===== config.mk =====
export PLATFORM = sky130hd
export DESIGN_NAME = wtp_front
export DESIGN_NICKNAME = d
export VERILOG_FILES = /design/src/hw/rtl/wtp_pkg.sv /design/src/hw/rtl/wtp_front.sv
export SDC_FILE = /design/constraint.sdc
export NUM_CORES = 1
export LEC_CHECK = 0
export ABC_CLOCK_PERIOD_IN_PS = 2750
export BUFFER_PORTS_ARGS = -buffer_cell sky130_fd_sc_hd__buf_2
export CORE_MARGIN = 8
export CORE_UTILIZATION = 48
export CTS_BUF_LIST = sky130_fd_sc_hd__clkbuf_16
export DETAILED_ROUTE_END_ITERATION = 12
export PLACE_DENSITY = 0.86
export SYNTH_ARGS = -nofsm -noshare
export SYNTH_HDL_FRONTEND = slang
export SYNTH_SLANG_ARGS = --single-unit

===== constraint.sdc =====
create_clock -name i_clk -period 2.75 [get_ports i_clk]
set_input_delay 0.1375 -clock i_clk [delete_from_list [all_inputs] [get_ports i_clk]]
set_output_delay 0.1375 -clock i_clk [all_outputs]
set_load 0.01 [all_outputs]

===== src/hw/rtl/wtp_pkg.sv =====
`timescale 1ns / 1ps

package wtp_pkg;

    localparam int unsigned DW        = 47;
    localparam int unsigned SPAN_BITS = 16;
    localparam int unsigned CFG_IW    = 8;
    localparam int unsigned CFG_DW    = 32;

    localparam logic [1:0] ST_OK        = 2'd0;
    localparam logic [1:0] ST_TOO_SMALL = 2'd1;
    localparam logic [1:0] ST_RANGE     = 2'd2;
    localparam logic [1:0] ST_ACCURACY  = 2'd3;

    localparam logic [2:0] RNG_DIV2  = 3'd0;
    localparam logic [2:0] RNG_DIV4  = 3'd1;
    localparam logic [2:0] RNG_DIV8  = 3'd2;
    localparam logic [2:0] RNG_DIV16 = 3'd3;
    localparam logic [2:0] RNG_1HZ   = 3'd4;
    localparam logic [2:0] RNG_EXT   = 3'd5;

    localparam logic [2:0] CS_DIV16 = 3'd0;
    localparam logic [2:0] CS_DIV8  = 3'd1;
    localparam logic [2:0] CS_DIV4  = 3'd2;
    localparam logic [2:0] CS_DIV2  = 3'd3;
    localparam logic [2:0] CS_1HZ   = 3'd4;
    localparam logic [2:0] CS_EXT   = 3'd6;

    localparam logic [CFG_IW-1:0] CFG_DRIFT = CFG_IW'(0);
    localparam logic [CFG_IW-1:0] CFG_NOISE = CFG_IW'(1);

    localparam logic [9:0]  DRIFT_RST = 10'd50;
    localparam logic [19:0] NOISE_RST = 20'd30517;
    localparam logic [19:0] PPM_SCALE = 20'd1000000;

    localparam logic [29:0] PER_DIV2  = 30'd61035;
    localparam logic [29:0] PER_DIV4  = 30'd122070;
    localparam logic [29:0] PER_DIV8  = 30'd244141;
    localparam logic [29:0] PER_DIV16 = 30'd488281;
    localparam logic [29:0] PER_1HZ   = 30'd1000000000;

    localparam logic [63:0] LIM_SMALL = 64'(PER_DIV2) * 64'd2;
    localparam logic [63:0] LIM_DIV2  = 64'(PER_DIV2) << SPAN_BITS;
    localparam logic [63:0] LIM_DIV4  = 64'(PER_DIV4) << SPAN_BITS;
    localparam logic [63:0] LIM_DIV8  = 64'(PER_DIV8) << SPAN_BITS;
    localparam logic [63:0] LIM_DIV16 = 64'(PER_DIV16) << SPAN_BITS;
    localparam logic [63:0] LIM_1HZ   = 64'(PER_1HZ) << SPAN_BITS;
    localparam logic [63:0] LIM_EXT   = 64'(PER_1HZ) << (SPAN_BITS + 1);

    // reciprocal shift per range: 2**shift is above the range's largest delay
    localparam logic [5:0] SH_DIV2  = 6'd32;
    localparam logic [5:0] SH_DIV4  = 6'd33;
    localparam logic [5:0] SH_DIV8  = 6'd34;
    localparam logic [5:0] SH_DIV16 = 6'd35;
    localparam logic [5:0] SH_1HZ   = 6'd46;
    localparam logic [5:0] SH_EXT   = 6'd47;

    localparam logic [17:0] REC_DIV2  = 18'((64'd1 << SH_DIV2) / 64'(PER_DIV2));
    localparam logic [17:0] REC_DIV4  = 18'((64'd1 << SH_DIV4) / 64'(PER_DIV4));
    localparam logic [17:0] REC_DIV8  = 18'((64'd1 << SH_DIV8) / 64'(PER_DIV8));
    localparam logic [17:0] REC_DIV16 = 18'((64'd1 << SH_DIV16) / 64'(PER_DIV16));
    localparam logic [17:0] REC_1HZ   = 18'((64'd1 << SH_1HZ) / 64'(PER_1HZ));
    localparam logic [17:0] REC_EXT   = 18'((64'd1 << SH_EXT) / 64'(PER_1HZ));

    typedef struct packed {
        logic [DW-1:0] delay;
        logic [2:0]    rng;
        logic [1:0]    st;
        logic          chk;
        logic          bad;
        logic [30:0]   diff;
    } t_front;

    typedef struct packed {
        logic s1;
        logic s2;
        logic s3;
        logic s4;
        logic s5;
        logic s6;
    } t_pipe_en;

    function automatic logic [29:0] f_period(input logic [2:0] rng);
        logic [29:0] p;
        unique case (rng)
            RNG_DIV2:  p = PER_DIV2;
            RNG_DIV4:  p = PER_DIV4;
            RNG_DIV8:  p = PER_DIV8;
            RNG_DIV16: p = PER_DIV16;
            RNG_1HZ:   p = PER_1HZ;
            RNG_EXT:   p = PER_1HZ;
            default:   p = PER_1HZ;
        endcase
        return p;
    endfunction

    function automatic logic [17:0] f_recip(input logic [2:0] rng);
        logic [17:0] m;
        unique case (rng)
            RNG_DIV2:  m = REC_DIV2;
            RNG_DIV4:  m = REC_DIV4;
            RNG_DIV8:  m = REC_DIV8;
            RNG_DIV16: m = REC_DIV16;
            RNG_1HZ:   m = REC_1HZ;
            RNG_EXT:   m = REC_EXT;
            default:   m = REC_EXT;
        endcase
        return m;
    endfunction

    function automatic logic [5:0] f_shift(input logic [2:0] rng);
        logic [5:0] s;
        unique case (rng)
            RNG_DIV2:  s = SH_DIV2;
            RNG_DIV4:  s = SH_DIV4;
            RNG_DIV8:  s = SH_DIV8;
            RNG_DIV16: s = SH_DIV16;
            RNG_1HZ:   s = SH_1HZ;
            RNG_EXT:   s = SH_EXT;
            default:   s = SH_EXT;
        endcase
        return s;
    endfunction

    function automatic logic [2:0] f_sel(input logic [2:0] rng);
        logic [2:0] c;
        unique case (rng)
            RNG_DIV2:  c = CS_DIV2;
            RNG_DIV4:  c = CS_DIV4;
            RNG_DIV8:  c = CS_DIV8;
            RNG_DIV16: c = CS_DIV16;
            RNG_1HZ:   c = CS_1HZ;
            RNG_EXT:   c = CS_EXT;
            default:   c = CS_EXT;
        endcase
        return c;
    endfunction

endpackage


===== src/hw/rtl/wtp_front.sv =====
`timescale 1ns / 1ps

module wtp_front import wtp_pkg::*; (
    input  logic               i_clk,
    input  logic               i_en,
    input  logic [63:0]        i_delay_ns,
    input  logic signed [31:0] i_required_ppm,
    input  logic [9:0]         i_drift_ppm,
    output t_front             o_front
);

    t_front      n_front;
    t_front      r_front;
    logic [32:0] w_diff;

    assign w_diff = {1'b0, i_required_ppm} - {23'd0, i_drift_ppm};

    always_comb begin
        n_front       = '0;
        n_front.delay = i_delay_ns[DW-1:0];
        n_front.st    = ST_OK;
        n_front.rng   = RNG_DIV2;
        if (i_delay_ns < LIM_SMALL) begin
            n_front.st = ST_TOO_SMALL;
        end else if (i_delay_ns < LIM_DIV2) begin
            n_front.rng = RNG_DIV2;
        end else if (i_delay_ns < LIM_DIV4) begin
            n_front.rng = RNG_DIV4;
        end else if (i_delay_ns < LIM_DIV8) begin
            n_front.rng = RNG_DIV8;
        end else if (i_delay_ns < LIM_DIV16) begin
            n_front.rng = RNG_DIV16;
        end else if (i_delay_ns < LIM_1HZ) begin
            n_front.rng = RNG_1HZ;
        end else if (i_delay_ns < LIM_EXT) begin
            n_front.rng = RNG_EXT;
        end else begin
            n_front.st = ST_RANGE;
        end
        // sign bit clear means a demand is given
        n_front.chk  = ~i_required_ppm[31];
        n_front.bad  = w_diff[32] || (w_diff == 33'd0);
        n_front.diff = w_diff[30:0];
    end

    always_ff @(posedge i_clk) begin
        if (i_en) begin
            r_front <= n_front;
        end
    end

    assign o_front = r_front;

endmodule


==> qor.yml <==
run_status:
  status: "completed"
final_layout:
  layout-drive-gt1-share_pct: 37.67
  layout.cells.most_common_list: "sky130_fd_sc_hd__buf_2 (191), sky130_fd_sc_hd__edfxtp_1 (85), sky130_fd_sc_hd__inv_1 (24), sky130_fd_sc_hd__nor2_1 (24), sky130_fd_sc_hd__nand2_1 (24)"
  area.growth.synth_to_final_pct: 36.49
  num-nets-final: 706
  largest_reg_flops: 85
  layout.cells.most_common: "sky130_fd_sc_hd__buf_2"
  num_antenna_cells: 0
  final.fill_count: 648
floorplanning:
  num_rows: 34
  die-width_um: 111.1
  pin_count: 193
  coreArea_um2: 8763
  die_area_um2: 12350
  fp.dieH_um: 111.1
  start_util_pct: 49.57
clock_network:
  cts_root_buf: "sky130_fd_sc_hd__clkbuf_16"
  clk_transition_reported_paths_ps: 60
  cts.sinks: 85
  ctsHtreeMaxLevel: 3
  cts_made_buffers: 9
  ctsResizeCount: 0
  tritoncts_clock_tree: "built"
  clockBufferDepth: 2
drt:
  via_count: 3937
  drt_first_pass_iters: 5
  post_detailed_route_count_of_antenna_violating_nets: 0
  wl_per_cell_um: 19.18
  route.detailed.drc: 0
  drt_iter0_markers: 319
  drt_wl_total_um: 13430
  detail_route.vias_per_cell: 5.624
pwr:
  power_density_nw_per_um2: 575.0
  max-vdd-ir-drop_mv: 0.4178
  total_power_mw: 3.409
  static-leakage-power_nw: 2.505
worst_setup_path:
  setup.worst_path.start_class: "input port"
  worst_ep_arrival_time_ps: 2680
  type_of_element_capturing_the_critical_path: "flop"
  critPathKind: "in -> reg"
  crit_fanout: 13
  worst_setup_path_startpoint: "i_required_ppm[9]"
  worstPathRequired_ps: 2950
  critical_path.endpoint: "o_front[31]"
sta:
  fin_crit_sh_pct: 90.40
  relSlewSlack_pct: 57.74
  tightestPinTransition_ps: 633.8
  rsz0062_at_grt: "no"
  max_freq_mhz: 402.3
  setup_viol_count_final: 0
  tns_ps: 0
  finalMaxSlewViolations: 0
  timing.final.hold_violations: 0
  min_cycle_time_layout_ps: 2486
synthesis:
  count_of_cell_types_in_the_netlist: 53
  postSynthNetCount: 486
  syn_area_per_cell_um2: 11.84
  synth_sequential_area_ratio_pct: 58.76
  syn_inst: 367
  synth_top_area_share_pct: 58.76
  synth.ff_latch_count: 85
  synth-async-reset-ratio_pct: 0
  yosys_most_used_dff: "sky130_fd_sc_hd__edfxtp_1"
  synth_edf_count: 85
  synth_largest_area_cell: "sky130_fd_sc_hd__edfxtp_1"
  syn_area_um2: 4344
  synth_area_leaders: "sky130_fd_sc_hd__edfxtp_1 (59%), sky130_fd_sc_hd__ha_1 (2.9%), sky130_fd_sc_hd__nor4_1 (2.4%), sky130_fd_sc_hd__xnor2_1 (2.4%), sky130_fd_sc_hd__nand2_1 (2.1%)"
  synthesis_warnings: 0
grt:
  grt_max_degree: 49
  first_pass_grt_wire_length_um: 20900
  grt.total_usage_pct: 21.04
  first_global_vias: 3939
  grt_overflow: 0
  antenna_violations_before_repair: 0
job:
  cap_violations: 0
placed_design:
  routabilityCongestion: 0.9804
  port-buffer-count: 192
  dp_hpwl_um: 10500
min_path:
  hp-class: "in -> reg"
-- power by group --
part	internal, mW	switching, mW
sequential	1.56	0.0253
combinational	0.251	0.360
clock	0.707	0.508
-- metal layers --
metal	up-vias	global-route usage (%)	wire length [um]
li1	1887	-	-
met1	1798	23.08	5045
met2	232	37.56	6909
met3	20	7.197	1261
met4	0	5.956	210
met5	-	0	0
-- area by class of cell --
class / instances / area (um2) / area share [%]
sequential: 85 / 2552 / 43.05
multi-input combinational: 255 / 1683 / 28.38
timing repair buffer: 213 / 1174 / 19.79
clock inverter: 7 / 73.82 / 1.245
inverter: 23 / 86.33 / 1.456
tap: 108 / 135.1 / 2.279
clock buffer: 9 / 225.2 / 3.798
-- critical path, cell delays in order --
cell                      delay [ps]
sky130_fd_sc_hd__buf_2           100
sky130_fd_sc_hd__ha_1            200
sky130_fd_sc_hd__or4_4           420
sky130_fd_sc_hd__or3_4           430
sky130_fd_sc_hd__a31oi_4         220
sky130_fd_sc_hd__a31oi_1         110
sky130_fd_sc_hd__or4_1           550
sky130_fd_sc_hd__nor4_1          280
sky130_fd_sc_hd__nand4_1         140
sky130_fd_sc_hd__nand2_1          80
-- cell families after synthesis --
group	share of synthesized area (%)
AO/OA/AOI/OAI	14.46
flip-flops	58.76
buffers and inverters	2.506
XOR/XNOR	4.234
AND/OR/NAND/NOR	16.71
adder cells (fa/ha/maj)	3.341
-- stage by stage --
stage	hold slack [ps]	cell area, um2	cells	setup WS [ps]	utilization (%)
final	21.32	5929	700	264.1	67.66
after global routing	9.699	5929	700	138.9	67.66
after CTS	11.88	5929	700	317.4	67.66
after detailed placement	323.1	5470	668	-17.59	62.42
after global placement	315.4	5470	668	86.87	62.42
after floorplan	236.4	4344	367	266.3	-
-- synthesized netlist by cell type, drive strengths merged (7+ instances only) --
cell / count
a21o: 7
a21oi: 17
a31oi: 9
edfxtp: 85
ha: 10
inv: 23
nand2: 24
nand3: 11
nand4: 7
nor2: 24
nor3: 12
nor4: 17
o21ai: 17
or2: 7
xnor2: 12
xor2: 9
-- worst min-delay path by stage --
stage,startpoint,to,slack [ps],depth (start not counted)
final,i_delay_ns[39],o_front[77],20,1
after CTS,i_delay_ns[39],o_front[77],10,1
after global routing,i_delay_ns[39],o_front[77],10,1
after detailed placement,i_delay_ns[0],o_front[38],320,1
after global placement,i_delay_ns[0],o_front[38],320,1
after floorplan,i_delay_ns[0],o_front[38],240,0
-- repair_timing --
action | 4_1_cts | 5_1_grt
hold buffers | 16 | 0
hold endpoints to repair | 16 | 0
buffers inserted | 0 | 0
Power figures use the tool's default switching activity.
