File: config.mk
export PLATFORM = sky130hd
export DESIGN_NAME = wtp_accuracy
export DESIGN_NICKNAME = d
export VERILOG_FILES = /design/src/hw/rtl/wtp_pkg.sv /design/src/hw/rtl/wtp_accuracy.sv
export SDC_FILE = /design/constraint.sdc
export NUM_CORES = 2
export LEC_CHECK = 0
export BUFFER_PORTS_ARGS = -buffer_cell sky130_fd_sc_hd__buf_2
export CORE_ASPECT_RATIO = 1.5
export CORE_MARGIN = 2
export CORE_UTILIZATION = 25
export DETAILED_ROUTE_END_ITERATION = 6
export PLACE_DENSITY = 0.49
export SYNTH_ARGS = -nofsm -noshare
export SYNTH_HDL_FRONTEND = slang
export SYNTH_SLANG_ARGS = --single-unit
File: constraint.sdc
create_clock -name i_clk -period 11.2 [get_ports i_clk]
set_input_delay 0.56 -clock i_clk [delete_from_list [all_inputs] [get_ports i_clk]]
set_output_delay 0.56 -clock i_clk [all_outputs]
set_load 0.01 [all_outputs]
File: src/hw/rtl/wtp_pkg.sv
`timescale 1ns / 1ps

package wtp_pkg;

    localparam int unsigned DW        = 47;
    localparam int unsigned SPAN_BITS = 16;
    localparam int unsigned CFG_IW    = 8;
    localparam int unsigned CFG_DW    = 32;

    localparam logic [1:0] ST_OK        = 2'd0;
    localparam logic [1:0] ST_TOO_SMALL = 2'd1;
    localparam logic [1:0] ST_RANGE     = 2'd2;
    localparam logic [1:0] ST_ACCURACY  = 2'd3;

    localparam logic [2:0] RNG_DIV2  = 3'd0;
    localparam logic [2:0] RNG_DIV4  = 3'd1;
    localparam logic [2:0] RNG_DIV8  = 3'd2;
    localparam logic [2:0] RNG_DIV16 = 3'd3;
    localparam logic [2:0] RNG_1HZ   = 3'd4;
    localparam logic [2:0] RNG_EXT   = 3'd5;

    localparam logic [2:0] CS_DIV16 = 3'd0;
    localparam logic [2:0] CS_DIV8  = 3'd1;
    localparam logic [2:0] CS_DIV4  = 3'd2;
    localparam logic [2:0] CS_DIV2  = 3'd3;
    localparam logic [2:0] CS_1HZ   = 3'd4;
    localparam logic [2:0] CS_EXT   = 3'd6;

    localparam logic [CFG_IW-1:0] CFG_DRIFT = CFG_IW'(0);
    localparam logic [CFG_IW-1:0] CFG_NOISE = CFG_IW'(1);

    localparam logic [9:0]  DRIFT_RST = 10'd50;
    localparam logic [19:0] NOISE_RST = 20'd30517;
    localparam logic [19:0] PPM_SCALE = 20'd1000000;

    localparam logic [29:0] PER_DIV2  = 30'd61035;
    localparam logic [29:0] PER_DIV4  = 30'd122070;
    localparam logic [29:0] PER_DIV8  = 30'd244141;
    localparam logic [29:0] PER_DIV16 = 30'd488281;
    localparam logic [29:0] PER_1HZ   = 30'd1000000000;

    localparam logic [63:0] LIM_SMALL = 64'(PER_DIV2) * 64'd2;
    localparam logic [63:0] LIM_DIV2  = 64'(PER_DIV2) << SPAN_BITS;
    localparam logic [63:0] LIM_DIV4  = 64'(PER_DIV4) << SPAN_BITS;
    localparam logic [63:0] LIM_DIV8  = 64'(PER_DIV8) << SPAN_BITS;
    localparam logic [63:0] LIM_DIV16 = 64'(PER_DIV16) << SPAN_BITS;
    localparam logic [63:0] LIM_1HZ   = 64'(PER_1HZ) << SPAN_BITS;
    localparam logic [63:0] LIM_EXT   = 64'(PER_1HZ) << (SPAN_BITS + 1);

    // reciprocal shift per range: 2**shift is above the range's largest delay
    localparam logic [5:0] SH_DIV2  = 6'd32;
    localparam logic [5:0] SH_DIV4  = 6'd33;
    localparam logic [5:0] SH_DIV8  = 6'd34;
    localparam logic [5:0] SH_DIV16 = 6'd35;
    localparam logic [5:0] SH_1HZ   = 6'd46;
    localparam logic [5:0] SH_EXT   = 6'd47;

    localparam logic [17:0] REC_DIV2  = 18'((64'd1 << SH_DIV2) / 64'(PER_DIV2));
    localparam logic [17:0] REC_DIV4  = 18'((64'd1 << SH_DIV4) / 64'(PER_DIV4));
    localparam logic [17:0] REC_DIV8  = 18'((64'd1 << SH_DIV8) / 64'(PER_DIV8));
    localparam logic [17:0] REC_DIV16 = 18'((64'd1 << SH_DIV16) / 64'(PER_DIV16));
    localparam logic [17:0] REC_1HZ   = 18'((64'd1 << SH_1HZ) / 64'(PER_1HZ));
    localparam logic [17:0] REC_EXT   = 18'((64'd1 << SH_EXT) / 64'(PER_1HZ));

    typedef struct packed {
        logic [DW-1:0] delay;
        logic [2:0]    rng;
        logic [1:0]    st;
        logic          chk;
        logic          bad;
        logic [30:0]   diff;
    } t_front;

    typedef struct packed {
        logic s1;
        logic s2;
        logic s3;
        logic s4;
        logic s5;
        logic s6;
    } t_pipe_en;

    function automatic logic [29:0] f_period(input logic [2:0] rng);
        logic [29:0] p;
        unique case (rng)
            RNG_DIV2:  p = PER_DIV2;
            RNG_DIV4:  p = PER_DIV4;
            RNG_DIV8:  p = PER_DIV8;
            RNG_DIV16: p = PER_DIV16;
            RNG_1HZ:   p = PER_1HZ;
            RNG_EXT:   p = PER_1HZ;
            default:   p = PER_1HZ;
        endcase
        return p;
    endfunction

    function automatic logic [17:0] f_recip(input logic [2:0] rng);
        logic [17:0] m;
        unique case (rng)
            RNG_DIV2:  m = REC_DIV2;
            RNG_DIV4:  m = REC_DIV4;
            RNG_DIV8:  m = REC_DIV8;
            RNG_DIV16: m = REC_DIV16;
            RNG_1HZ:   m = REC_1HZ;
            RNG_EXT:   m = REC_EXT;
            default:   m = REC_EXT;
        endcase
        return m;
    endfunction

    function automatic logic [5:0] f_shift(input logic [2:0] rng);
        logic [5:0] s;
        unique case (rng)
            RNG_DIV2:  s = SH_DIV2;
            RNG_DIV4:  s = SH_DIV4;
            RNG_DIV8:  s = SH_DIV8;
            RNG_DIV16: s = SH_DIV16;
            RNG_1HZ:   s = SH_1HZ;
            RNG_EXT:   s = SH_EXT;
            default:   s = SH_EXT;
        endcase
        return s;
    endfunction

    function automatic logic [2:0] f_sel(input logic [2:0] rng);
        logic [2:0] c;
        unique case (rng)
            RNG_DIV2:  c = CS_DIV2;
            RNG_DIV4:  c = CS_DIV4;
            RNG_DIV8:  c = CS_DIV8;
            RNG_DIV16: c = CS_DIV16;
            RNG_1HZ:   c = CS_1HZ;
            RNG_EXT:   c = CS_EXT;
            default:   c = CS_EXT;
        endcase
        return c;
    endfunction

endpackage

File: src/hw/rtl/wtp_accuracy.sv
`timescale 1ns / 1ps

module wtp_accuracy import wtp_pkg::*; (
    input  logic        i_clk,
    input  t_pipe_en    i_en,
    input  t_front      i_front,
    input  logic [19:0] i_noise_ns,
    output logic        o_fail
);

    logic [54:0] r_plo;
    logic [53:0] r_phi;
    logic [50:0] r_rhs;
    logic        r_chk;
    logic        r_bad;
    logic        r_fail;

    logic [30:0] w_psum;
    logic [77:0] w_prod;

    assign w_psum = 31'(f_period(i_front.rng)) + 31'(i_noise_ns);
    assign w_prod = {r_phi, 24'd0} + 78'(r_plo);

    always_ff @(posedge i_clk) begin
        if (i_en.s2) begin
            r_plo <= 55'(i_front.diff) * 55'(i_front.delay[23:0]);
            r_phi <= 54'(i_front.diff) * 54'(i_front.delay[DW-1:24]);
            r_rhs <= 51'(w_psum) * 51'(PPM_SCALE);
            r_chk <= i_front.chk;
            r_bad <= i_front.bad;
        end
        if (i_en.s3) begin
            r_fail <= r_chk && (r_bad || (w_prod < 78'(r_rhs)));
        end
    end

    assign o_fail = r_fail;

endmodule

==> results by stage <==
Die:
- The initial utilization of the core area, before any placement, comes to 0.251.
- After floorplanning, the core was divided into approximately 220 placement rows.
- The die is roughly 600 um tall.
- The die footprint is 0.242 sq mm.
- The core area is 0.237 sq mm.
- Pin placement for this block handled approximately 110 I/O pins.
- In this run the horizontal extent of the chip is roughly 400 um.

Finish:
- The fraction of layout instances using a drive strength above 1 is 0.0372.
- The number of nets in the layout is 8408.
- Compared with the post-synthesis result, the final layout area differs by 7.16%.

Timing:
- Setup repair after global routing left no endpoint under its margin.
- Dividing the final minimum period by the clock period gives 0.821.
- The count of final hold-check violations is 0.
- The count of final max-slew check failures is 0.
- The relative max-transition margin is 0.266.
- The worst path in the final design needs a cycle of 9.20 ns, including I/O delays and setup.
- The total setup violations reported at the end of the flow is 0.
- Based on the critical path, the design can be clocked at up to 0.109 GHz.
- On the final layout, the worst clock skew is roughly 0.014 ns.
- The summed negative setup slack over all endpoints is 0 ns.
- The pin slew with the least headroom to its limit is 1.10 ns.

Worst setup path:
- STA classifies the critical path startpoint as an input pin.
- Setup slack on the worst reg-to-reg path comes out at between 4 and 5 ns.
- The data arrival time of the critical path is ~9.4 ns.
- For this run, the slowest stage of the critical path takes 0.59 ns.
- In this run the worst path has a maximum fanout of 26.
- The required time at the worst-slack endpoint is 11.41 ns.
- The worst setup path is captured at a flip-flop.
- The library cell contributing the largest single delay on the critical path is sky130_fd_sc_hd__buf_2.
- The most repeated library cell on the critical path is sky130_fd_sc_hd__fa_1.
- The worst setup path is of the in2reg kind.

Yosys:
- The yosys synthesis warning count is 0.
- The post-synthesis net count is between 8000 and 9000.
- The portion of the post-synthesis area used by sequential elements is 0.0741.
- The share of async-settable or async-resettable flops after synthesis is 0.
- Summing every instance area after synthesis gives approximately 0.060 sq mm.
- The largest total area in the synthesized netlist belongs to sky130_fd_sc_hd__fa_1.
- The synthesized design contains 147 enable-type register cells.
- In the synthesized netlist, the number of instances is ~6500.
- For this run, the leading register cell type out of synthesis is sky130_fd_sc_hd__edfxtp_1.
- By area the synthesized netlist is led by sky130_fd_sc_hd__fa_1, sky130_fd_sc_hd__ha_1, sky130_fd_sc_hd__inv_1.
- By instance count, the leading cell after synthesis is sky130_fd_sc_hd__inv_1.
- The distinct cell type count after synthesis is around 90.
- The share of synthesized area in the top cell type comes to 0.448.
- The mean post-synth cell area is 9.09 sq um.
- The synthesis-stage register bit count is about 150.
- By count the netlist is led by sky130_fd_sc_hd__inv_1, sky130_fd_sc_hd__fa_1, sky130_fd_sc_hd__nand2_1.

Clocking:
- The deepest level of the CTS H-tree is 4.
- The buffers inserted during post-CTS setup optimization is 0.
- Post-CTS repair changed the size of 0 cells.
- The total number of clock tree sinks is between 100 and 150.
- The clock slew seen by the registers of the worst setup and hold paths is 0.07 ns.
- The clock reaches the later pin of the worst-skew pair after ~0.47 ns.
- TritonCTS built the clock tree.
- Clock tree synthesis inserted a total of 17 buffers.
- The quantity of hold-fixing buffers added after cts is 0.
- The tree is rooted in a sky130_fd_sc_hd__clkbuf_16.
- The buffer depth of the longest clock path is 2.

Min path:
- The type of the worst min-delay path is in2reg.

Run:
- The number of max-capacitance violations reported is 0.

Routing:
- For this block, the initial DRC count from the detailed router was approximately 2100.
- After detailed routing, the number of remaining DRC violations is 0.
- The detail route stage leaves a number of antenna-violating nets equal to 0.
- The routed wire length per instance is 19.5 um.
- The number of vias per cell is between 4 and 5.
- For this run, the detailed router's first-pass iteration total came to 7.
- The count of vias placed by the detailed router is between 40000 and 50000.
- After detailed routing, the total wire length is 185000 um.

Global routing:
- The number of antenna violations at the first check in global routing is 17.
- The overall overflow remaining after global route is 0.
- The first global-routing pass estimated between 200000 and 300000 um of wire.
- The via count of the first global-routing pass is 50024.
- In the global route stage, overall resource usage came out at 0.156.
- The largest net degree at the start of global routing is between 70 and 80.

Placement:
- Detailed placement finished with a half-perimeter wire length of roughly 150000 um.
- Buffers placed on the I/O ports in this run total between 100 and 150.
- The congestion estimate from routability-driven global placement came to around 0.85.

Status:
- The run finished with clean final reports.
## stage by stage
stage,cells,area [sq um],hold WS (ns),setup WS (ns),util
5_1_grt,9515,63800,0.252,1.17,0.269
3_3_place_gp,9482,63200,0.528,1.42,0.267
6_report,9520,63800,0.260,2.00,0.269
3_5_place_dp,9482,63200,0.556,1.37,0.267
2_1_floorplan,6549,59500,0.484,3.11,-
4_1_cts,9514,63800,0.227,1.86,0.269
## cell type report
class | count | area (sq um)
timing repair buffer | 172 | 1040
fill | 25289 | 173000
sequential | 147 | 4410
tap | 3094 | 3870
antenna | 6 | 15.0
clock buffer | 17 | 425
inverter | 1425 | 5350
multi-input combinational | 4644 | 48500
clock inverter | 15 | 183
## routing by layer
metal / up-vias / share of wire / track usage
met5: - / 0.00015 / 0
met4: 4 / 0.040 / 0.0582
met3: 329 / 0.037 / 0.0132
met2: 1127 / 0.53 / 0.292
met1: 23134 / 0.40 / 0.184
li1: 19447 / - / -
## placed cells by master, fill, tap and decap left out, types with 30 or more instances in the layout
master and count:
sky130_fd_sc_hd__nand2_1 1127, sky130_fd_sc_hd__buf_4 68, sky130_fd_sc_hd__nand4_1 36, sky130_fd_sc_hd__fa_1 1334, sky130_fd_sc_hd__a21o_1 118, sky130_fd_sc_hd__xor2_1 60
sky130_fd_sc_hd__xnor2_1 130, sky130_fd_sc_hd__nand2b_1 34, sky130_fd_sc_hd__nor3_1 31, sky130_fd_sc_hd__nand3_1 57, sky130_fd_sc_hd__ha_1 555, sky130_fd_sc_hd__a21oi_1 164
sky130_fd_sc_hd__and3_1 30, sky130_fd_sc_hd__nor2_1 130, sky130_fd_sc_hd__buf_2 103, sky130_fd_sc_hd__edfxtp_1 147, sky130_fd_sc_hd__inv_1 1421, sky130_fd_sc_hd__o21ai_0 95
sky130_fd_sc_hd__and2_1 449
## cells by family (layout without fill, tap and decap cells)
group,count (synthesis),count (layout),share of synthesized area
buf+inv,1758,1629,0.111
mux,4,4,0.000672
compound gates,577,577,0.0645
fa+ha+maj,1896,1896,0.566
xor+xnor,197,197,0.0302
other cells,0,6,0
flops,147,147,0.0741
simple gates,1970,1970,0.153
## flip-flops by register name, summed over array words and instances, names as in the netlist
register  count
r_plo        49
r_rhs        41
r_phi        54
o_fail        1
r_chk         1
r_bad         1
## path summary, 6_finish.rpt
check / startpoint / endpoint / cells after the start
worst max-delay path: i_front[37] / r_rhs[42] / 32
worst min-delay path: i_front[31] / r_bad / 1
worst max register to register: r_plo[39] / o_fail / 19
worst min register to register: r_bad / o_fail / 2
## worst max-delay path: cells and delay by family
kind | cells | cell delay [ns]
fa+ha+maj | 8 | 3.26
compound gates | 12 | 2.95
simple gates | 5 | 0.88
xor+xnor | 2 | 0.57
buf+inv | 5 | 1.19
Power is not shown: default switching activity piles up to over one toggle a cycle in this logic, so the estimate is an artifact.
