[src/hw/rtl/wtp_pkg.sv]
`timescale 1ns / 1ps

package wtp_pkg;

    localparam int unsigned DW        = 47;
    localparam int unsigned SPAN_BITS = 16;
    localparam int unsigned CFG_IW    = 8;
    localparam int unsigned CFG_DW    = 32;

    localparam logic [1:0] ST_OK        = 2'd0;
    localparam logic [1:0] ST_TOO_SMALL = 2'd1;
    localparam logic [1:0] ST_RANGE     = 2'd2;
    localparam logic [1:0] ST_ACCURACY  = 2'd3;

    localparam logic [2:0] RNG_DIV2  = 3'd0;
    localparam logic [2:0] RNG_DIV4  = 3'd1;
    localparam logic [2:0] RNG_DIV8  = 3'd2;
    localparam logic [2:0] RNG_DIV16 = 3'd3;
    localparam logic [2:0] RNG_1HZ   = 3'd4;
    localparam logic [2:0] RNG_EXT   = 3'd5;

    localparam logic [2:0] CS_DIV16 = 3'd0;
    localparam logic [2:0] CS_DIV8  = 3'd1;
    localparam logic [2:0] CS_DIV4  = 3'd2;
    localparam logic [2:0] CS_DIV2  = 3'd3;
    localparam logic [2:0] CS_1HZ   = 3'd4;
    localparam logic [2:0] CS_EXT   = 3'd6;

    localparam logic [CFG_IW-1:0] CFG_DRIFT = CFG_IW'(0);
    localparam logic [CFG_IW-1:0] CFG_NOISE = CFG_IW'(1);

    localparam logic [9:0]  DRIFT_RST = 10'd50;
    localparam logic [19:0] NOISE_RST = 20'd30517;
    localparam logic [19:0] PPM_SCALE = 20'd1000000;

    localparam logic [29:0] PER_DIV2  = 30'd61035;
    localparam logic [29:0] PER_DIV4  = 30'd122070;
    localparam logic [29:0] PER_DIV8  = 30'd244141;
    localparam logic [29:0] PER_DIV16 = 30'd488281;
    localparam logic [29:0] PER_1HZ   = 30'd1000000000;

    localparam logic [63:0] LIM_SMALL = 64'(PER_DIV2) * 64'd2;
    localparam logic [63:0] LIM_DIV2  = 64'(PER_DIV2) << SPAN_BITS;
    localparam logic [63:0] LIM_DIV4  = 64'(PER_DIV4) << SPAN_BITS;
    localparam logic [63:0] LIM_DIV8  = 64'(PER_DIV8) << SPAN_BITS;
    localparam logic [63:0] LIM_DIV16 = 64'(PER_DIV16) << SPAN_BITS;
    localparam logic [63:0] LIM_1HZ   = 64'(PER_1HZ) << SPAN_BITS;
    localparam logic [63:0] LIM_EXT   = 64'(PER_1HZ) << (SPAN_BITS + 1);

    // reciprocal shift per range: 2**shift is above the range's largest delay
    localparam logic [5:0] SH_DIV2  = 6'd32;
    localparam logic [5:0] SH_DIV4  = 6'd33;
    localparam logic [5:0] SH_DIV8  = 6'd34;
    localparam logic [5:0] SH_DIV16 = 6'd35;
    localparam logic [5:0] SH_1HZ   = 6'd46;
    localparam logic [5:0] SH_EXT   = 6'd47;

    localparam logic [17:0] REC_DIV2  = 18'((64'd1 << SH_DIV2) / 64'(PER_DIV2));
    localparam logic [17:0] REC_DIV4  = 18'((64'd1 << SH_DIV4) / 64'(PER_DIV4));
    localparam logic [17:0] REC_DIV8  = 18'((64'd1 << SH_DIV8) / 64'(PER_DIV8));
    localparam logic [17:0] REC_DIV16 = 18'((64'd1 << SH_DIV16) / 64'(PER_DIV16));
    localparam logic [17:0] REC_1HZ   = 18'((64'd1 << SH_1HZ) / 64'(PER_1HZ));
    localparam logic [17:0] REC_EXT   = 18'((64'd1 << SH_EXT) / 64'(PER_1HZ));

    typedef struct packed {
        logic [DW-1:0] delay;
        logic [2:0]    rng;
        logic [1:0]    st;
        logic          chk;
        logic          bad;
        logic [30:0]   diff;
    } t_front;

    typedef struct packed {
        logic s1;
        logic s2;
        logic s3;
        logic s4;
        logic s5;
        logic s6;
    } t_pipe_en;

    function automatic logic [29:0] f_period(input logic [2:0] rng);
        logic [29:0] p;
        unique case (rng)
            RNG_DIV2:  p = PER_DIV2;
            RNG_DIV4:  p = PER_DIV4;
            RNG_DIV8:  p = PER_DIV8;
            RNG_DIV16: p = PER_DIV16;
            RNG_1HZ:   p = PER_1HZ;
            RNG_EXT:   p = PER_1HZ;
            default:   p = PER_1HZ;
        endcase
        return p;
    endfunction

    function automatic logic [17:0] f_recip(input logic [2:0] rng);
        logic [17:0] m;
        unique case (rng)
            RNG_DIV2:  m = REC_DIV2;
            RNG_DIV4:  m = REC_DIV4;
            RNG_DIV8:  m = REC_DIV8;
            RNG_DIV16: m = REC_DIV16;
            RNG_1HZ:   m = REC_1HZ;
            RNG_EXT:   m = REC_EXT;
            default:   m = REC_EXT;
        endcase
        return m;
    endfunction

    function automatic logic [5:0] f_shift(input logic [2:0] rng);
        logic [5:0] s;
        unique case (rng)
            RNG_DIV2:  s = SH_DIV2;
            RNG_DIV4:  s = SH_DIV4;
            RNG_DIV8:  s = SH_DIV8;
            RNG_DIV16: s = SH_DIV16;
            RNG_1HZ:   s = SH_1HZ;
            RNG_EXT:   s = SH_EXT;
            default:   s = SH_EXT;
        endcase
        return s;
    endfunction

    function automatic logic [2:0] f_sel(input logic [2:0] rng);
        logic [2:0] c;
        unique case (rng)
            RNG_DIV2:  c = CS_DIV2;
            RNG_DIV4:  c = CS_DIV4;
            RNG_DIV8:  c = CS_DIV8;
            RNG_DIV16: c = CS_DIV16;
            RNG_1HZ:   c = CS_1HZ;
            RNG_EXT:   c = CS_EXT;
            default:   c = CS_EXT;
        endcase
        return c;
    endfunction

endpackage

[src/hw/rtl/wtp_quotient.sv]
`timescale 1ns / 1ps

module wtp_quotient import wtp_pkg::*; (
    input  logic        i_clk,
    input  t_pipe_en    i_en,
    input  t_front      i_front,
    output logic [15:0] o_reload
);

    logic [41:0]   r_qlo;
    logic [40:0]   r_qhi;
    logic [64:0]   r_qsum;
    logic [16:0]   r_q4;
    logic [16:0]   r_q5;
    logic [DW-1:0] r_t5;
    logic [DW-1:0] r_d2;
    logic [DW-1:0] r_d3;
    logic [DW-1:0] r_d4;
    logic [DW-1:0] r_d5;
    logic [2:0]    r_rng2;
    logic [2:0]    r_rng3;
    logic [2:0]    r_rng4;
    logic [2:0]    r_rng5;
    logic [15:0]   r_reload;

    logic [17:0]   w_rec;
    logic [DW-1:0] w_rem;
    logic [16:0]   n_q;

    assign w_rec = f_recip(i_front.rng);
    // estimate is exact or one short
    assign w_rem = r_d5 - r_t5;
    assign n_q   = r_q5 + 17'(w_rem >= DW'(f_period(r_rng5)));

    always_ff @(posedge i_clk) begin
        if (i_en.s2) begin
            r_qlo  <= 42'(i_front.delay[23:0]) * 42'(w_rec);
            r_qhi  <= 41'(i_front.delay[DW-1:24]) * 41'(w_rec);
            r_d2   <= i_front.delay;
            r_rng2 <= i_front.rng;
        end
        if (i_en.s3) begin
            r_qsum <= {r_qhi, 24'd0} + 65'(r_qlo);
            r_d3   <= r_d2;
            r_rng3 <= r_rng2;
        end
        if (i_en.s4) begin
            r_q4   <= 17'(r_qsum >> f_shift(r_rng3));
            r_d4   <= r_d3;
            r_rng4 <= r_rng3;
        end
        if (i_en.s5) begin
            r_t5   <= DW'(r_q4) * DW'(f_period(r_rng4));
            r_q5   <= r_q4;
            r_d5   <= r_d4;
            r_rng5 <= r_rng4;
        end
        if (i_en.s6) begin
            r_reload <= 16'(n_q - 17'd1);
        end
    end

    assign o_reload = r_reload;

endmodule

[config.mk]
export PLATFORM = sky130hd
export DESIGN_NAME = wtp_quotient
export DESIGN_NICKNAME = d
export VERILOG_FILES = /design/src/hw/rtl/wtp_pkg.sv /design/src/hw/rtl/wtp_quotient.sv
export SDC_FILE = /design/constraint.sdc
export NUM_CORES = 2
export LEC_CHECK = 0
export BUFFER_PORTS_ARGS = -buffer_cell sky130_fd_sc_hd__buf_2
export CORE_ASPECT_RATIO = 1.25
export CORE_MARGIN = 4
export CORE_UTILIZATION = 55
export CTS_CLUSTER_SIZE = 24
export DETAILED_ROUTE_END_ITERATION = 8
export PLACE_DENSITY = 0.74
export SYNTH_ARGS = -nofsm -noshare
export SYNTH_HDL_FRONTEND = slang
export SYNTH_SLANG_ARGS = --single-unit
[constraint.sdc]
create_clock -name i_clk -period 7.7 [get_ports i_clk]
set_clock_uncertainty 0.05 [all_clocks]
set_input_delay 1.54 -clock i_clk [delete_from_list [all_inputs] [get_ports i_clk]]
set_output_delay 1.54 -clock i_clk [all_outputs]
set_load 0.05 [all_outputs]
==> impl_summary.txt <==
----------------------------------------------------
[Global route]
  Met3 demand-to-capacity share in global routing ... 2.43%
  Number of global-route vias before repair ... about 33,000
  Total grt overflow ... 0
  Peak-usage layer in the global routing report ... met2
  GR Util met2 ... a little under half
  Global Route met1 Usage ... 27.5%
  Wire length of the first global-routing pass ... 165,000 um
  Global Route Usage Sum ... 24.1%
  Maximum number of pins on one net before global-route repair ... 72
  Antenna violations before repair ... 4

[Critical path]
  Data arrival, critical path ... around 7.8 ns
  Crit start category ... input pin
  Number of cell instances on the worst register-to-register path ... 28
  Crit path to ... r_qhi[39]
  Capture point of the worst reg-to-reg path ... r_t5[45]
  Kind of critical path ... input pin to flip-flop
  Worst EP required ... roughly 8.0 ns
  Worst-path maximum fanout ... 12
  CP endpoint kind ... flip-flop
  Setup slack of the worst register-to-register path ... about 0.18 ns
  Launch point of the worst reg-to-reg path ... r_rng4[2]
  Worst setup path start ... i_front[36]

[Floorplan]
  I/O pin count ... ~110
  Die Span X ... between 200 and 300 um
  Y dimension of the die ... roughly 330 um
  Starting density of the core ... 55.8%
  Site row count ... roughly 120
  Core region area ... 0.0806 sq mm
  Floorplan die area ... 0.0864 sq mm

[Cells and area]
  Area Growth Syn to Fin ... 12.2%
  Highest-count cells in the layout ignoring fill and taps ... sky130_fd_sc_hd__inv_1, sky130_fd_sc_hd__fa_1, sky130_fd_sc_hd__ha_1
  Number of nets in the finished design ... 5,845
  Most common cell after layout, fill and taps aside ... sky130_fd_sc_hd__inv_1
  Post-layout instance count excluding filler cells ... between 5,000 and 6,000
  Fraction of layout cells with a size suffix above 1 ... 11.0%

[CTS]
  Longest Clk Path Bufs ... 3
  Clock root buffer ... sky130_fd_sc_hd__clkbuf_16
  H-Tree Depth ... 2
  Inserted Clock Buffers ... 39
  Clock tree from TritonCTS ... done
  Number of clock sinks ... 386
  Clock insertion delay at the later pin of the skew report ... 0.60 ns
  CTS clock-pin slew for the worst setup and hold paths ... 0.06 ns

[Drt]
  Iter 0 DRT Violations ... 1,528
  Post-route DRC ... 0
  Routed vias ... 29,700
  Total iterations of the first detailed-routing run ... 5
  Via density per instance ... 5.26
  Average wire per standard cell ... 17.7 um
  Drt total wl ... 100,000 um
  Final antenna-violating net count ... 0

[Logic synthesis]
  Post-synthesis register bit count ... 386
  Simple logic cell fraction of the synthesized area ... 8.83%
  Prevailing post-synth register cell ... sky130_fd_sc_hd__edfxtp_1
  Synth Area in XOR/XNOR ... 3.45%
  Compound-cell area share of the yosys netlist ... 7.35%
  Share of synthesized flip-flops with an asynchronous set or reset ... 0%
  Post-Synth Adder-Cell Area ... between 40% and 50%
  Mean Syn Cell Area ... 10.9 sq um
  Mux contribution to synthesized area ... 0.707%
  Sequential element share of the synthesized area ... 25.8%
  Cell Area, Synth ... 0.0449 sq mm
  Yosys Warn Count ... 0
  Number of synthesized flops with an enable pin ... 386
  Post-synth cell types ... 77
  Largest family of logic cells by synthesized area ... adder cells
  Gate Count Post-Synth ... between 4,000 and 5,000

[Place]
  Final GP Congestion ... roughly 0.97
  Detail Placement HPWL ... 86,100 um
  Inst Count DP ... about 5,600
  Count of input and output buffers ... a little over 70
  Setup slack after placement ... -0.460 ns

[Timing]
  Max Transition Viols Final ... 0
  Maximum clock frequency ... around 130 MHz
  Min setup slack post-route ... 0.185 ns
  Final Critical Period ... 7.52 ns
  Final sum of negative setup slack ... 0 ns
  Final setup violating endpoints ... 0
  RSZ-0062 raised after global routing ... true
  Hold slack final ... about 0.36 ns
  Tightest slew margin relative to the limit ... 25.8%
  Transition time at the pin with the least slew margin ... 1.11 ns
  Hold violation count in the final report ... 0
  Final cycle utilization of the critical path ... 97.6%

[Flow run]
  Max-cap violations ... 0

[Hold path]
  Min-Delay Path Class ... flip-flop to flip-flop

[Outcome]
  Outcome ... completed

----------------------------------------------------
## how the worst min path moves through the flow
stage              from  endpoint  slack (ns)  cells past startpoint
6_report       r_d4[41]  r_d5[41]        0.36                      0
5_1_grt        r_d3[30]  r_d4[30]        0.37                      0
4_1_cts        r_d4[41]  r_d5[41]        0.36                      0
3_5_place_dp   r_d2[10]  r_d3[10]        0.35                      0
3_3_place_gp   r_d2[30]  r_d3[30]        0.35                      0
2_1_floorplan   r_d2[0]   r_d3[0]        0.35                      0
## stage by stage
stage / instance area, sq um / utilization [%]
5_1_grt: 50400 / 62.6
2_1_floorplan: 45500 / -
3_5_place_dp: 48900 / 60.7
3_3_place_gp: 48900 / 60.7
6_report: 50400 / 62.6
4_1_cts: 50300 / 62.4
## timing repair
item | in CTS | in global routing
pin swaps | 0 | 10
endpoints found under the setup margin | 6 | 19
setup buffers | 2 | 4
resized for setup | 1 | 32
hold buffers | 0 | 0
## cell type report
| type | count | area [sq um] |
|---|---|---|
| clock inverter | 30 | 322 |
| fill | 6385 | 30100 |
| clock buffer | 41 | 983 |
| inverter | 936 | 3510 |
| sequential | 386 | 11600 |
| multi-input combinational | 2847 | 30200 |
| timing repair buffer | 347 | 2520 |
| antenna | 3 | 7.51 |
| tap | 1062 | 1330 |
## cells by family (layout without fill, tap and decap cells)
group	count (synthesis)	after routing
AND/OR/NAND/NOR	803	803
adder cells (fa/ha/maj)	1196	1196
buffers and inverters	1024	1354
AO/OA/AOI/OAI	505	505
multiplexers	31	31
XOR/XNOR	177	177
other	2	138
flip-flops	386	386
## routing by layer
metal	share of wire [%]	vias up
met3	3.6	253
met2	54	665
li1	-	14000
met5	0.011	-
met1	37	14800
met4	4.9	2
## state kept, by name (all words and copies together) (netlist names)
signal and count:
r_d2 47, r_d3 47, r_d4 47, r_d5 47
r_t5 47, r_qhi 40, r_qsum 32, r_qlo 18
r_q4 17, o_reload 16, r_q5 16, r_rng2 3
r_rng3 3, r_rng4 3, r_rng5 3
## Yosys cell counts, types with 25 or more instances
cell type	number	area [sq um]
sky130_fd_sc_hd__fa_1	718	14400
sky130_fd_sc_hd__mux2i_1	25	250
sky130_fd_sc_hd__a21oi_1	148	741
sky130_fd_sc_hd__nor2b_1	25	156
sky130_fd_sc_hd__clkbuf_1	82	308
sky130_fd_sc_hd__xor2_1	63	552
sky130_fd_sc_hd__nand2b_1	27	169
sky130_fd_sc_hd__nand3_1	41	205
sky130_fd_sc_hd__ha_1	478	5980
sky130_fd_sc_hd__inv_1	936	3510
sky130_fd_sc_hd__o21ai_0	96	480
sky130_fd_sc_hd__nor3_1	31	155
sky130_fd_sc_hd__xnor2_1	114	998
sky130_fd_sc_hd__and2_1	153	957
sky130_fd_sc_hd__nor2_1	133	499
sky130_fd_sc_hd__nand2_1	277	1040
sky130_fd_sc_hd__o21a_1	28	210
sky130_fd_sc_hd__a21o_1	69	518
sky130_fd_sc_hd__edfxtp_1	386	11600
sky130_fd_sc_hd__or2_2	38	238
## critical path: stages
cell and delay (ns):
sky130_fd_sc_hd__buf_2 0.11, sky130_fd_sc_hd__o21a_1 0.22, sky130_fd_sc_hd__buf_12 0.16, sky130_fd_sc_hd__and2_1 0.17, sky130_fd_sc_hd__fa_1 0.50, sky130_fd_sc_hd__fa_1 0.43
sky130_fd_sc_hd__fa_1 0.51, sky130_fd_sc_hd__inv_1 0.05, sky130_fd_sc_hd__fa_1 0.47, sky130_fd_sc_hd__inv_1 0.05, sky130_fd_sc_hd__fa_1 0.50, sky130_fd_sc_hd__fa_1 0.55
sky130_fd_sc_hd__ha_2 0.28, sky130_fd_sc_hd__nor2_2 0.12, sky130_fd_sc_hd__nor2_1 0.06, sky130_fd_sc_hd__a41o_1 0.30, sky130_fd_sc_hd__a2111oi_4 0.46, sky130_fd_sc_hd__o21ai_2 0.15
sky130_fd_sc_hd__a31oi_2 0.23, sky130_fd_sc_hd__o31ai_1 0.13, sky130_fd_sc_hd__o22a_1 0.21, sky130_fd_sc_hd__a221o_1 0.35, sky130_fd_sc_hd__a21oi_2 0.15, sky130_fd_sc_hd__xnor2_1 0.08
Power is not shown: default switching activity piles up to over one toggle a cycle in this logic, so the estimate is an artifact.
